===== src/design/assert_macros.svh =====
// ----------------------------------------------------------------------------
// assert_macros.svh
// Assertion helpers shared by the evaluator RTL.
// ----------------------------------------------------------------------------
`ifndef ASSERT_MACROS_SVH
`define ASSERT_MACROS_SVH

// Check a property on every clock edge while out of reset
`define ACP_ASSERT(label, prop, msg) \
    label: assert property (@(posedge i_clk) disable iff (!i_rst_n) prop) \
        else $error(msg);

// Check a property on every clock edge, reset included
`define ACP_ASSERT_ALWAYS(label, prop, msg) \
    label: assert property (@(posedge i_clk) prop) else $error(msg);

`endif


===== src/design/acp_pkg.sv =====
// ----------------------------------------------------------------------------
// acp_pkg
// Types, character codes and arithmetic helpers of the expression evaluator.
// ----------------------------------------------------------------------------
package acp_pkg;

    localparam int CHAR_W       = 8;
    localparam int VALUE_W      = 32;
    localparam int ERR_W        = 2;
    localparam int NEST_DEPTH_D = 64;

    // Characters with a meaning of their own
    localparam logic [CHAR_W-1:0] CH_ZERO  = 8'h30;
    localparam logic [CHAR_W-1:0] CH_NINE  = 8'h39;
    localparam logic [CHAR_W-1:0] CH_PLUS  = 8'h2B;
    localparam logic [CHAR_W-1:0] CH_MINUS = 8'h2D;
    localparam logic [CHAR_W-1:0] CH_OPEN  = 8'h28;
    localparam logic [CHAR_W-1:0] CH_CLOSE = 8'h29;
    localparam logic [CHAR_W-1:0] CH_SPACE = 8'h20;

    // Saturation point of a number being read (2^31)
    localparam logic [VALUE_W-1:0] NUM_LIMIT = 32'h8000_0000;

    typedef enum logic [ERR_W-1:0] {
        ERR_NONE      = 2'd0,
        ERR_UNMATCHED = 2'd1,
        ERR_STACK     = 2'd2,
        ERR_ARITH     = 2'd3
    } t_err;

    // One saved nesting level: sum and sign in force before the '('
    typedef struct packed {
        logic               sign;
        logic [VALUE_W-1:0] sum;
    } t_stk_entry;

    // Add a signed magnitude to a sum, two guard bits kept for overflow
    function automatic logic [VALUE_W+1:0] acp_fold(
        input logic [VALUE_W-1:0] sum,
        input logic               neg,
        input logic [VALUE_W-1:0] mag
    );
        logic [VALUE_W+1:0] m;
        m = {2'b00, mag};
        return {{2{sum[VALUE_W-1]}}, sum} + (neg ? -m : m);
    endfunction

    // True when a guarded sum leaves the signed 32-bit range
    function automatic logic acp_ovf(input logic [VALUE_W+1:0] s);
        return !((s[VALUE_W+1:VALUE_W-1] == 3'b000) ||
                 (s[VALUE_W+1:VALUE_W-1] == 3'b111));
    endfunction

endpackage


===== src/design/acp_if.sv =====
// ----------------------------------------------------------------------------
// acp_if
// Valid/ready channels of the evaluator: character items in, results out.
// ----------------------------------------------------------------------------
interface acp_in_if;
    logic                         valid;
    logic                         ready;
    logic [acp_pkg::CHAR_W-1:0]   char_code;
    logic                         is_last;

    modport source (output valid, output char_code, output is_last, input ready);
    modport sink   (input valid, input char_code, input is_last, output ready);
endinterface

interface acp_out_if;
    logic                                valid;
    logic                                ready;
    logic signed [acp_pkg::VALUE_W-1:0]  value;
    logic [acp_pkg::ERR_W-1:0]           error_code;

    modport source (output valid, output value, output error_code, input ready);
    modport sink   (input valid, input value, input error_code, output ready);
endinterface


===== src/design/acp_stack.sv =====
// ----------------------------------------------------------------------------
// acp_stack
// Nesting stack memory: one write port, one registered read port, with a
// write-to-read bypass when both ports hit the same entry in one cycle.
// ----------------------------------------------------------------------------
module acp_stack #(
    parameter int DEPTH = 64,
    parameter int AW    = 6
) (
    input  logic                i_clk,
    input  logic                i_we,
    input  logic [AW-1:0]       i_waddr,
    input  acp_pkg::t_stk_entry i_wdata,
    input  logic [AW-1:0]       i_raddr,
    output acp_pkg::t_stk_entry o_rdata
);
    import acp_pkg::*;

    t_stk_entry mem [DEPTH];
    t_stk_entry r_rdata;

    // Write the saved level
    always_ff @(posedge i_clk) begin
        if (i_we) begin
            mem[i_waddr] <= i_wdata;
        end
    end

    // Read with bypass of a write to the same entry
    always_ff @(posedge i_clk) begin
        if (i_we && (i_waddr == i_raddr)) begin
            r_rdata <= i_wdata;
        end else begin
            r_rdata <= mem[i_raddr];
        end
    end

    assign o_rdata = r_rdata;

endmodule


===== src/design/add_sub_paren_expression_evaluator_core.sv =====
// ----------------------------------------------------------------------------
// add_sub_paren_expression_evaluator_core
// Streaming evaluator of '+', '-' and parenthesised decimal expressions.
// ----------------------------------------------------------------------------
// Usage:
//   i_in carries one ASCII character per item; is_last marks the final
//   character of an expression. o_out carries one item per expression:
//   the 32-bit two's complement value and a sticky error code (0 ok,
//   1 unmatched close, 2 stack overflow, 3 arithmetic overflow; value is 0
//   whenever the code is not 0).
//   Throughput is one character per cycle unless a stalled receiver leaves
//   both result stages full. The innermost open level sits in a register,
//   the levels below it in a stack memory with one write and one read
//   port, whose next entry is prefetched every cycle, so a ')' right after
//   a '(' or another ')' never waits. A result goes from its last character
//   to the capture stage, then with the final fold to the output register.
//   After the last character all state returns to its reset value, so the
//   next expression may follow in the very next cycle.
//   Reset (i_rst_n low, synchronous) empties the stack, clears the sum and
//   error and drops any pending result; no clearing pass is needed.
//   When the receiver stalls, one result waits in the output register and a
//   second in the capture stage; input stays ready until both are full.
// ----------------------------------------------------------------------------
`include "assert_macros.svh"

module add_sub_paren_expression_evaluator_core #(
    parameter int NEST_DEPTH = acp_pkg::NEST_DEPTH_D
) (
    input  logic      i_clk,
    input  logic      i_rst_n,
    acp_in_if.sink    i_in,
    acp_out_if.source o_out
);
    import acp_pkg::*;

    localparam int LW        = $clog2(NEST_DEPTH + 1);
    localparam int MEM_AW    = (NEST_DEPTH > 1) ? $clog2(NEST_DEPTH) : 1;
    localparam int MEM_DEPTH = 1 << MEM_AW;

    // Evaluation state
    logic [VALUE_W-1:0] r_sum,     n_sum;
    logic               r_sign,    n_sign;
    logic [VALUE_W-1:0] r_partial, n_partial;
    logic [LW-1:0]      r_level,   n_level;
    t_err               r_err,     n_err;
    t_stk_entry         r_top,     n_top;

    // Capture stage and output register
    logic               r_fin_valid;
    logic [VALUE_W-1:0] r_fin_sum;
    logic               r_fin_sign;
    logic [VALUE_W-1:0] r_fin_partial;
    t_err               r_fin_err;
    logic               r_out_valid;
    logic [VALUE_W-1:0] r_out_value;
    t_err               r_out_err;

    // Post-step values before the end-of-expression clear
    logic [VALUE_W-1:0] s_sum, s_partial;
    logic               s_sign;
    t_err               s_err, e_step;

    logic               in_acc, out_free, fin_move;
    logic               is_digit;
    logic [3:0]         digit;
    logic [VALUE_W+3:0] w_mul;
    logic               mul_ovf;
    logic [VALUE_W+1:0] w_fold, w_comb, w_inner, w_fin;
    logic               fold_ovf, comb_ovf, fin_ovf;
    t_err               fin_err;

    logic               stk_we;
    logic [LW-1:0]      w_lvl_dec, w_lvl_m2;
    t_stk_entry         w_rd;

    // Handshake
    assign out_free   = !r_out_valid || o_out.ready;
    assign fin_move   = r_fin_valid && out_free;
    assign i_in.ready = !r_fin_valid || out_free;
    assign in_acc     = i_in.valid && i_in.ready;

    // Character decode and next digit value (x10 as shift-add)
    assign is_digit = (i_in.char_code >= CH_ZERO) && (i_in.char_code <= CH_NINE);
    assign digit    = 4'(i_in.char_code - CH_ZERO);
    assign w_mul    = ({4'b0000, r_partial} << 3) + ({4'b0000, r_partial} << 1)
                    + {{VALUE_W{1'b0}}, digit};
    assign mul_ovf  = w_mul > {4'b0000, NUM_LIMIT};

    // Fold the pending number, then combine with the saved level on ')'
    assign w_fold   = acp_fold(r_sum, r_sign, r_partial);
    assign fold_ovf = acp_ovf(w_fold);
    assign w_inner  = {{2{w_fold[VALUE_W-1]}}, w_fold[VALUE_W-1:0]};
    assign w_comb   = {{2{r_top.sum[VALUE_W-1]}}, r_top.sum}
                    + (r_top.sign ? -w_inner : w_inner);
    assign comb_ovf = acp_ovf(w_comb);

    // Step the evaluation state
    always_comb begin
        s_sum     = r_sum;
        s_sign    = r_sign;
        s_partial = r_partial;
        n_level   = r_level;
        n_top     = r_top;
        stk_we    = 1'b0;
        e_step    = ERR_NONE;
        if (in_acc) begin
            if (is_digit) begin
                s_partial = mul_ovf ? NUM_LIMIT : w_mul[VALUE_W-1:0];
                if (mul_ovf) begin
                    e_step = ERR_ARITH;
                end
            end else begin
                s_sum     = w_fold[VALUE_W-1:0];
                s_partial = '0;
                if (fold_ovf) begin
                    e_step = ERR_ARITH;
                end
                unique case (i_in.char_code)
                    CH_PLUS: begin
                        s_sign = 1'b0;
                    end
                    CH_MINUS: begin
                        s_sign = 1'b1;
                    end
                    CH_OPEN: begin
                        if (r_level < LW'(NEST_DEPTH)) begin
                            stk_we  = (r_level != '0);
                            n_top   = '{sign: r_sign, sum: w_fold[VALUE_W-1:0]};
                            n_level = r_level + LW'(1);
                            s_sum   = '0;
                            s_sign  = 1'b0;
                        end else if (e_step == ERR_NONE) begin
                            e_step = ERR_STACK;
                        end
                    end
                    CH_CLOSE: begin
                        if (r_level != '0) begin
                            n_level = w_lvl_dec;
                            n_top   = w_rd;
                            s_sum   = w_comb[VALUE_W-1:0];
                            s_sign  = r_top.sign;
                            if (comb_ovf && (e_step == ERR_NONE)) begin
                                e_step = ERR_ARITH;
                            end
                        end else if (e_step == ERR_NONE) begin
                            e_step = ERR_UNMATCHED;
                        end
                    end
                    default: begin
                    end
                endcase
            end
        end
        s_err = (r_err == ERR_NONE) ? e_step : r_err;

        // Clear everything after the last character
        n_sum     = s_sum;
        n_sign    = s_sign;
        n_partial = s_partial;
        n_err     = s_err;
        if (in_acc && i_in.is_last) begin
            n_sum     = '0;
            n_sign    = 1'b0;
            n_partial = '0;
            n_err     = ERR_NONE;
            n_level   = '0;
        end
    end

    // Stack addressing: write the old top below, prefetch the entry under
    // the next top
    assign w_lvl_dec = r_level - LW'(1);
    assign w_lvl_m2  = n_level - LW'(2);

    acp_stack #(
        .DEPTH (MEM_DEPTH),
        .AW    (MEM_AW)
    ) u_stack (
        .i_clk   (i_clk),
        .i_we    (stk_we),
        .i_waddr (w_lvl_dec[MEM_AW-1:0]),
        .i_wdata (r_top),
        .i_raddr (w_lvl_m2[MEM_AW-1:0]),
        .o_rdata (w_rd)
    );

    // Hold the evaluation state
    always_ff @(posedge i_clk) begin
        if (!i_rst_n) begin
            r_sum     <= '0;
            r_sign    <= 1'b0;
            r_partial <= '0;
            r_level   <= '0;
            r_err     <= ERR_NONE;
        end else begin
            r_sum     <= n_sum;
            r_sign    <= n_sign;
            r_partial <= n_partial;
            r_level   <= n_level;
            r_err     <= n_err;
        end
    end

    always_ff @(posedge i_clk) begin
        r_top <= n_top;
    end

    // Capture the finished expression
    always_ff @(posedge i_clk) begin
        if (!i_rst_n) begin
            r_fin_valid <= 1'b0;
        end else if (in_acc && i_in.is_last) begin
            r_fin_valid <= 1'b1;
        end else if (fin_move) begin
            r_fin_valid <= 1'b0;
        end
    end

    always_ff @(posedge i_clk) begin
        if (in_acc && i_in.is_last) begin
            r_fin_sum     <= s_sum;
            r_fin_sign    <= s_sign;
            r_fin_partial <= s_partial;
            r_fin_err     <= s_err;
        end
    end

    // Final fold of a trailing number
    assign w_fin   = acp_fold(r_fin_sum, r_fin_sign, r_fin_partial);
    assign fin_ovf = acp_ovf(w_fin);
    assign fin_err = (r_fin_err != ERR_NONE) ? r_fin_err :
                     (fin_ovf ? ERR_ARITH : ERR_NONE);

    // Advance the output register
    always_ff @(posedge i_clk) begin
        if (!i_rst_n) begin
            r_out_valid <= 1'b0;
        end else if (fin_move) begin
            r_out_valid <= 1'b1;
        end else if (o_out.ready) begin
            r_out_valid <= 1'b0;
        end
    end

    always_ff @(posedge i_clk) begin
        if (fin_move) begin
            r_out_value <= (fin_err != ERR_NONE) ? '0 : w_fin[VALUE_W-1:0];
            r_out_err   <= fin_err;
        end
    end

    assign o_out.valid      = r_out_valid;
    assign o_out.value      = r_out_value;
    assign o_out.error_code = r_out_err;

    // A last character always fills the capture stage
    `ACP_ASSERT(a_last_captured, (in_acc && i_in.is_last) |=> r_fin_valid,
        "last item not captured")
    // An error result carries a zero value
    `ACP_ASSERT(a_err_zero, (r_out_valid && (r_out_err != ERR_NONE)) |-> (r_out_value == '0),
        "error result with non-zero value")
    // A push that keeps the expression open is read back through the bypass
    `ACP_ASSERT(a_push_bypass, (stk_we && !i_in.is_last) |=> (w_rd == $past(r_top)),
        "stack bypass returned stale entry")
    // The nesting level stays within the stack
    `ACP_ASSERT(a_level_bound, in_acc |=> (r_level <= LW'(NEST_DEPTH)),
        "nesting level beyond stack depth")
    // A recorded error survives until its expression ends
    `ACP_ASSERT(a_err_sticky,
        ((r_err != ERR_NONE) && !(in_acc && i_in.is_last)) |=> (r_err == $past(r_err)),
        "sticky error lost")

endmodule

===== src/flat_wrapper.sv =====
// flat-port wrapper written by rule: the top's interface ports become plain ports
module add_sub_paren_expression_evaluator_core_flat import acp_pkg::*;
#(
    parameter int NEST_DEPTH = acp_pkg::NEST_DEPTH_D
)
  (i_clk, i_rst_n, i_in_valid, i_in_char_code, i_in_is_last, i_in_ready, o_out_valid, o_out_value, o_out_error_code, o_out_ready);
  acp_in_if i_in_i ();
  acp_out_if o_out_i ();
  input  logic i_clk;
  input  logic i_rst_n;
  input wire logic [$bits(i_in_i.valid)-1:0] i_in_valid;
  input wire logic [$bits(i_in_i.char_code)-1:0] i_in_char_code;
  input wire logic [$bits(i_in_i.is_last)-1:0] i_in_is_last;
  output wire logic [$bits(i_in_i.ready)-1:0] i_in_ready;
  output wire logic [$bits(o_out_i.valid)-1:0] o_out_valid;
  output wire logic [$bits(o_out_i.value)-1:0] o_out_value;
  output wire logic [$bits(o_out_i.error_code)-1:0] o_out_error_code;
  input wire logic [$bits(o_out_i.ready)-1:0] o_out_ready;
  assign i_in_i.valid = i_in_valid;
  assign i_in_i.char_code = i_in_char_code;
  assign i_in_i.is_last = i_in_is_last;
  assign i_in_ready = i_in_i.ready;
  assign o_out_valid = o_out_i.valid;
  assign o_out_value = o_out_i.value;
  assign o_out_error_code = o_out_i.error_code;
  assign o_out_i.ready = o_out_ready;
  add_sub_paren_expression_evaluator_core #(.NEST_DEPTH(NEST_DEPTH)) u_core (.i_clk(i_clk), .i_rst_n(i_rst_n), .i_in(i_in_i), .o_out(o_out_i));
endmodule

===== config.mk =====
export PLATFORM = sky130hd
export DESIGN_NAME = add_sub_paren_expression_evaluator_core_flat
export DESIGN_NICKNAME = d
export VERILOG_FILES = /design/src/design/acp_pkg.sv /design/src/design/acp_if.sv /design/src/design/acp_stack.sv /design/src/design/add_sub_paren_expression_evaluator_core.sv /design/src/flat_wrapper.sv
export VERILOG_INCLUDE_DIRS = /design/src /design/src/design
export SDC_FILE = /design/constraint.sdc
export NUM_CORES = 2
export LEC_CHECK = 0
export BUFFER_PORTS_ARGS = -buffer_cell sky130_fd_sc_hd__buf_2
export CAP_MARGIN = 20
export CORE_UTILIZATION = 48
export CTS_BUF_LIST = sky130_fd_sc_hd__clkbuf_8
export DETAILED_ROUTE_END_ITERATION = 10
export SKIP_LAST_GASP = 1
export SLEW_MARGIN = 20
export SYNTH_ARGS = -nofsm -noshare
export SYNTH_HDL_FRONTEND = slang
export SYNTH_SLANG_ARGS = --single-unit
export TNS_END_PERCENT = 5

===== constraint.sdc =====
create_clock -name i_clk -period 18.7 [get_ports i_clk]
set_input_delay 0.935 -clock i_clk [delete_from_list [all_inputs] [get_ports i_clk]]
set_output_delay 0.935 -clock i_clk [all_outputs]
set_load 0.005 [all_outputs]

==> metrics <==
outcome=complete, no violations; Clk Latency, worst-skew pair=1.08 ns; Critical-path top delay cell=or4_4; Leak Pwr=36.3 nW; Crit Reg-Reg Startpoint=u_core.r_partial[3]; Critical Path Max Stage Delay=0.58 ns; Setup Viol. Count Final=0; total track usage=26.0%; Post-synth EDFFs=2246; post-route insts no fill=8525; NumNets Final=5750; reg2reg end=u_core.r_fin_err[1]; layout cells sized above 1=25.1%; Unique masters post-synth=86; Placement Cell Area=0.103 sq mm; Core ar.=0.203 sq mm; Detailed Route Iter0 Violations=5643; Die ar.=0.207 sq mm; measured slew at the worst slew-check pin=1.08 ns; Register Area=0.0691 sq mm; Avg Cell Area, Syn=18.9 sq um; register clock-pin slew on the reported worst setup and hold paths=0.07 ns; Hold Buf Count CTS=0; GR Layer Usage met2=41.9%; DR vias=52600; I/O pins=49; Clk network pwr share=41.9%; largest cells by area after synthesis=edfxtp_1, mux4_2, ha_1; Worst Min Path Start=i_rst_n; Placer Congestion=0.898; hold depth=2; GR peak layer=met2; Fin Setup TNS=0 ns; largest net degree at the start of global routing=120; number of port buffers=48; internal power=0.00801 W; sequential element share of the synthesized area=70.2%; CP max FO=7; Mapped Nets=5403; f_max=115 MHz; clk sink count=2328; die height=455 um; post-DP HPWL=150000 um; Syn-to-layout area delta=11.7%; ANT nets after route=0; pwr dens=92.7 mW/mm^2; initial core utilization=48.5%; Yosys top cell area share=68.6%; Root Buffer=clkbuf_8; GRT met3 Usage=4.03%; DR WL/cell=31.3 um; Flop pwr share=55.5%; Vias per Instance=6.17; Worst Skew=0.103 ns; Post-synth top flop=edfxtp_1; CTS tree=yes; met1 Use GR=37.0%; reg2reg setup slack=10.04 ns; Die W=455 um; TritonCTS Buffers=397; H-tree depth=5; critical path required time=19.49 ns; remaining global-route overflow=0; Fill cells=15900; initial antenna violation count=14; #FFs+latches synth=2328; minimum clock period=8.66 ns; Crit Path Class=flip-flop to flip-flop; Sw Share=21.4%; Final Instance Area=0.110 sq mm; CP endpoint kind=flip-flop; Synth area leader=edfxtp_1; CTS-repair resized insts=0; synthesized area=0.0984 sq mm; first-pass GRT wire length=380000 um; switching power=0.00218 W; hold-critical path endpoint=u_core.o_out.valid; first-pass iteration count of the detailed router=5; Worst EP arrival=9.45 ns; DRC viols=0; Worst R2R Path Depth=31; RSZ-0062 raised after global routing=false; Placed Cells=7833; worst vdd ir=75.4 uV; Post-synth ARST share=0%; Final Hold Fails=0; yosys warns=0; Slew Limit Fails=0; Max-slew headroom=28.3%; Final period util=46.3%; setup bufs post-CTS=0; Hold WC Path Type=input port to flip-flop; Gate Count Post-Synth=5213; area of the multi-input gates=0.0286 sq mm; vias in the first global route=53100; total wire length=267000 um; Comb power frac=2.6%; CTS Buffer Depth=4; max cap viols=0; crit path launch type=flip-flop; # rows=165
kinds of logic (layout without fill, tap and decap cells):
logic type	Yosys count	count (layout)	synth area share [%]
xor+xnor	192	192	1.71
simple gates	833	833	4.14
flops	2328	2328	70.2
fa+ha+maj	177	177	2.29
other cells	0	5	0
mux	712	712	16.0
buf+inv	298	933	1.15
compound gates	673	673	4.52
metrics by stage:
step / utilization (%) / hold WS (ns) / total power (W) / worst slack [ns]
floorplan: - / 0.455 / 0.00595 / 11.26
detailed placement: 50.6 / 0.484 / 0.00602 / 10.26
CTS: 54.1 / 0.123 / 0.0103 / 10.20
global route: 54.1 / 0.204 / 0.0105 / 9.54
finish: 54.2 / 0.228 / 0.0102 / 10.04
global placement: 50.6 / 0.480 / 0.00602 / 10.29
worst max-delay path by stage:
stage                           to                 from  slack (ns)
6_report       u_core.r_fin_err[1]  u_core.r_partial[3]       10.04
3_3_place_gp   u_core.r_fin_err[1]  u_core.r_partial[3]       10.29
5_1_grt        u_core.r_fin_err[1]  u_core.r_partial[3]        9.54
3_5_place_dp   u_core.r_fin_err[1]  u_core.r_partial[3]       10.26
2_1_floorplan  u_core.r_fin_err[1]  u_core.r_partial[3]       11.26
4_1_cts        u_core.r_fin_err[1]  u_core.r_partial[3]       10.20
critical path, delay by kind of cell (launching register included):
family | cells | cell delay [ns]
simple gates | 12 | 4.07
compound gates | 14 | 2.74
fa+ha+maj | 2 | 0.69
flops | 1 | 0.40
xor+xnor | 2 | 0.27
mux | 1 | 0.23
placed cells by master, fill, tap and decap left out, types with 21 or more instances in the layout:
master    instances
inv_1           204
clkbuf_8        405
ha_1            172
clkinv_1         70
o21bai_1         22
o21ai_0         172
nor2_4           64
and3_1           22
a21oi_1         155
nor2_1          144
nand2_1         254
o21a_1           21
and2_1           79
a22o_1           25
buf_2            48
xnor2_1         138
nand3_1          38
xor2_1           54
or3_1            36
buf_4           136
o31ai_1          33
nor3_1           44
edfxtp_1       2246
nand4_1          25
dfxtp_1          75
mux4_2          683
a21o_1           54
clkinv_2         32
power groups by stage:
stage                     clock network [W]  registers [W]  logic [W]
after floorplan                           0        0.00576   0.000192
after global placement                    0        0.00576   0.000260
after detailed placement                  0        0.00576   0.000260
after CTS                           0.00436        0.00565   0.000261
after global routing                0.00457        0.00565   0.000289
final                               0.00427        0.00565   0.000265
cell usage after synthesis, drive strengths merged, types with 8 or more instances:
library cell  instances
a2111oi               8
a211oi               20
a21o                 54
a21oi               156
a221o                 8
a221oi               13
a22o                 25
a22oi                18
a31oi                13
and2                 81
and3                 23
and4                  9
buf                  60
clkbuf              180
dfxtp                82
edfxtp             2246
ha                  172
inv                  58
mux2                 12
mux2i                17
mux4                683
nand2               254
nand2b               20
nand3                38
nand4                25
nor2                209
nor2b                19
nor3                 44
nor4                 12
nor4b                 8
o211ai               18
o21a                 21
o21ai               174
o21bai               22
o31ai                33
o41ai                13
or2                  17
or3                  37
or4                  16
xnor2               138
xor2                 54
registers in the layout, summed over array words and instances, names as in the netlist, named ones only:
name and cells:
u_core.o_out.error_code 2, u_core.o_out.valid 1, u_core.o_out.value 32, u_core.r_err 2
u_core.r_fin_err 2, u_core.r_fin_partial 32, u_core.r_fin_sign 1, u_core.r_fin_sum 32
u_core.r_fin_valid 1, u_core.r_level 7, u_core.r_partial 32, u_core.r_sign 1
u_core.r_sum 32, u_core.r_top 33, u_core.u_stack.mem 2112
final cells by class:
type / count / area share, %
antenna: 5 / 0.0114
clock buffer: 405 / 5.07
clock inverter: 282 / 1.51
inverter: 58 / 0.198
multi-input combinational: 2587 / 26.1
sequential: 2328 / 62.9
tap: 2672 / 3.04
timing repair buffer: 188 / 1.22
routing by layer:
metal | routed length, um | vias up
met5 | 13 | -
met4 | 5950 | 2
met3 | 17300 | 394
met2 | 129000 | 2010
met1 | 115000 | 27900
li1 | - | 22300
Note: power is estimated with default switching activity, not from simulation.
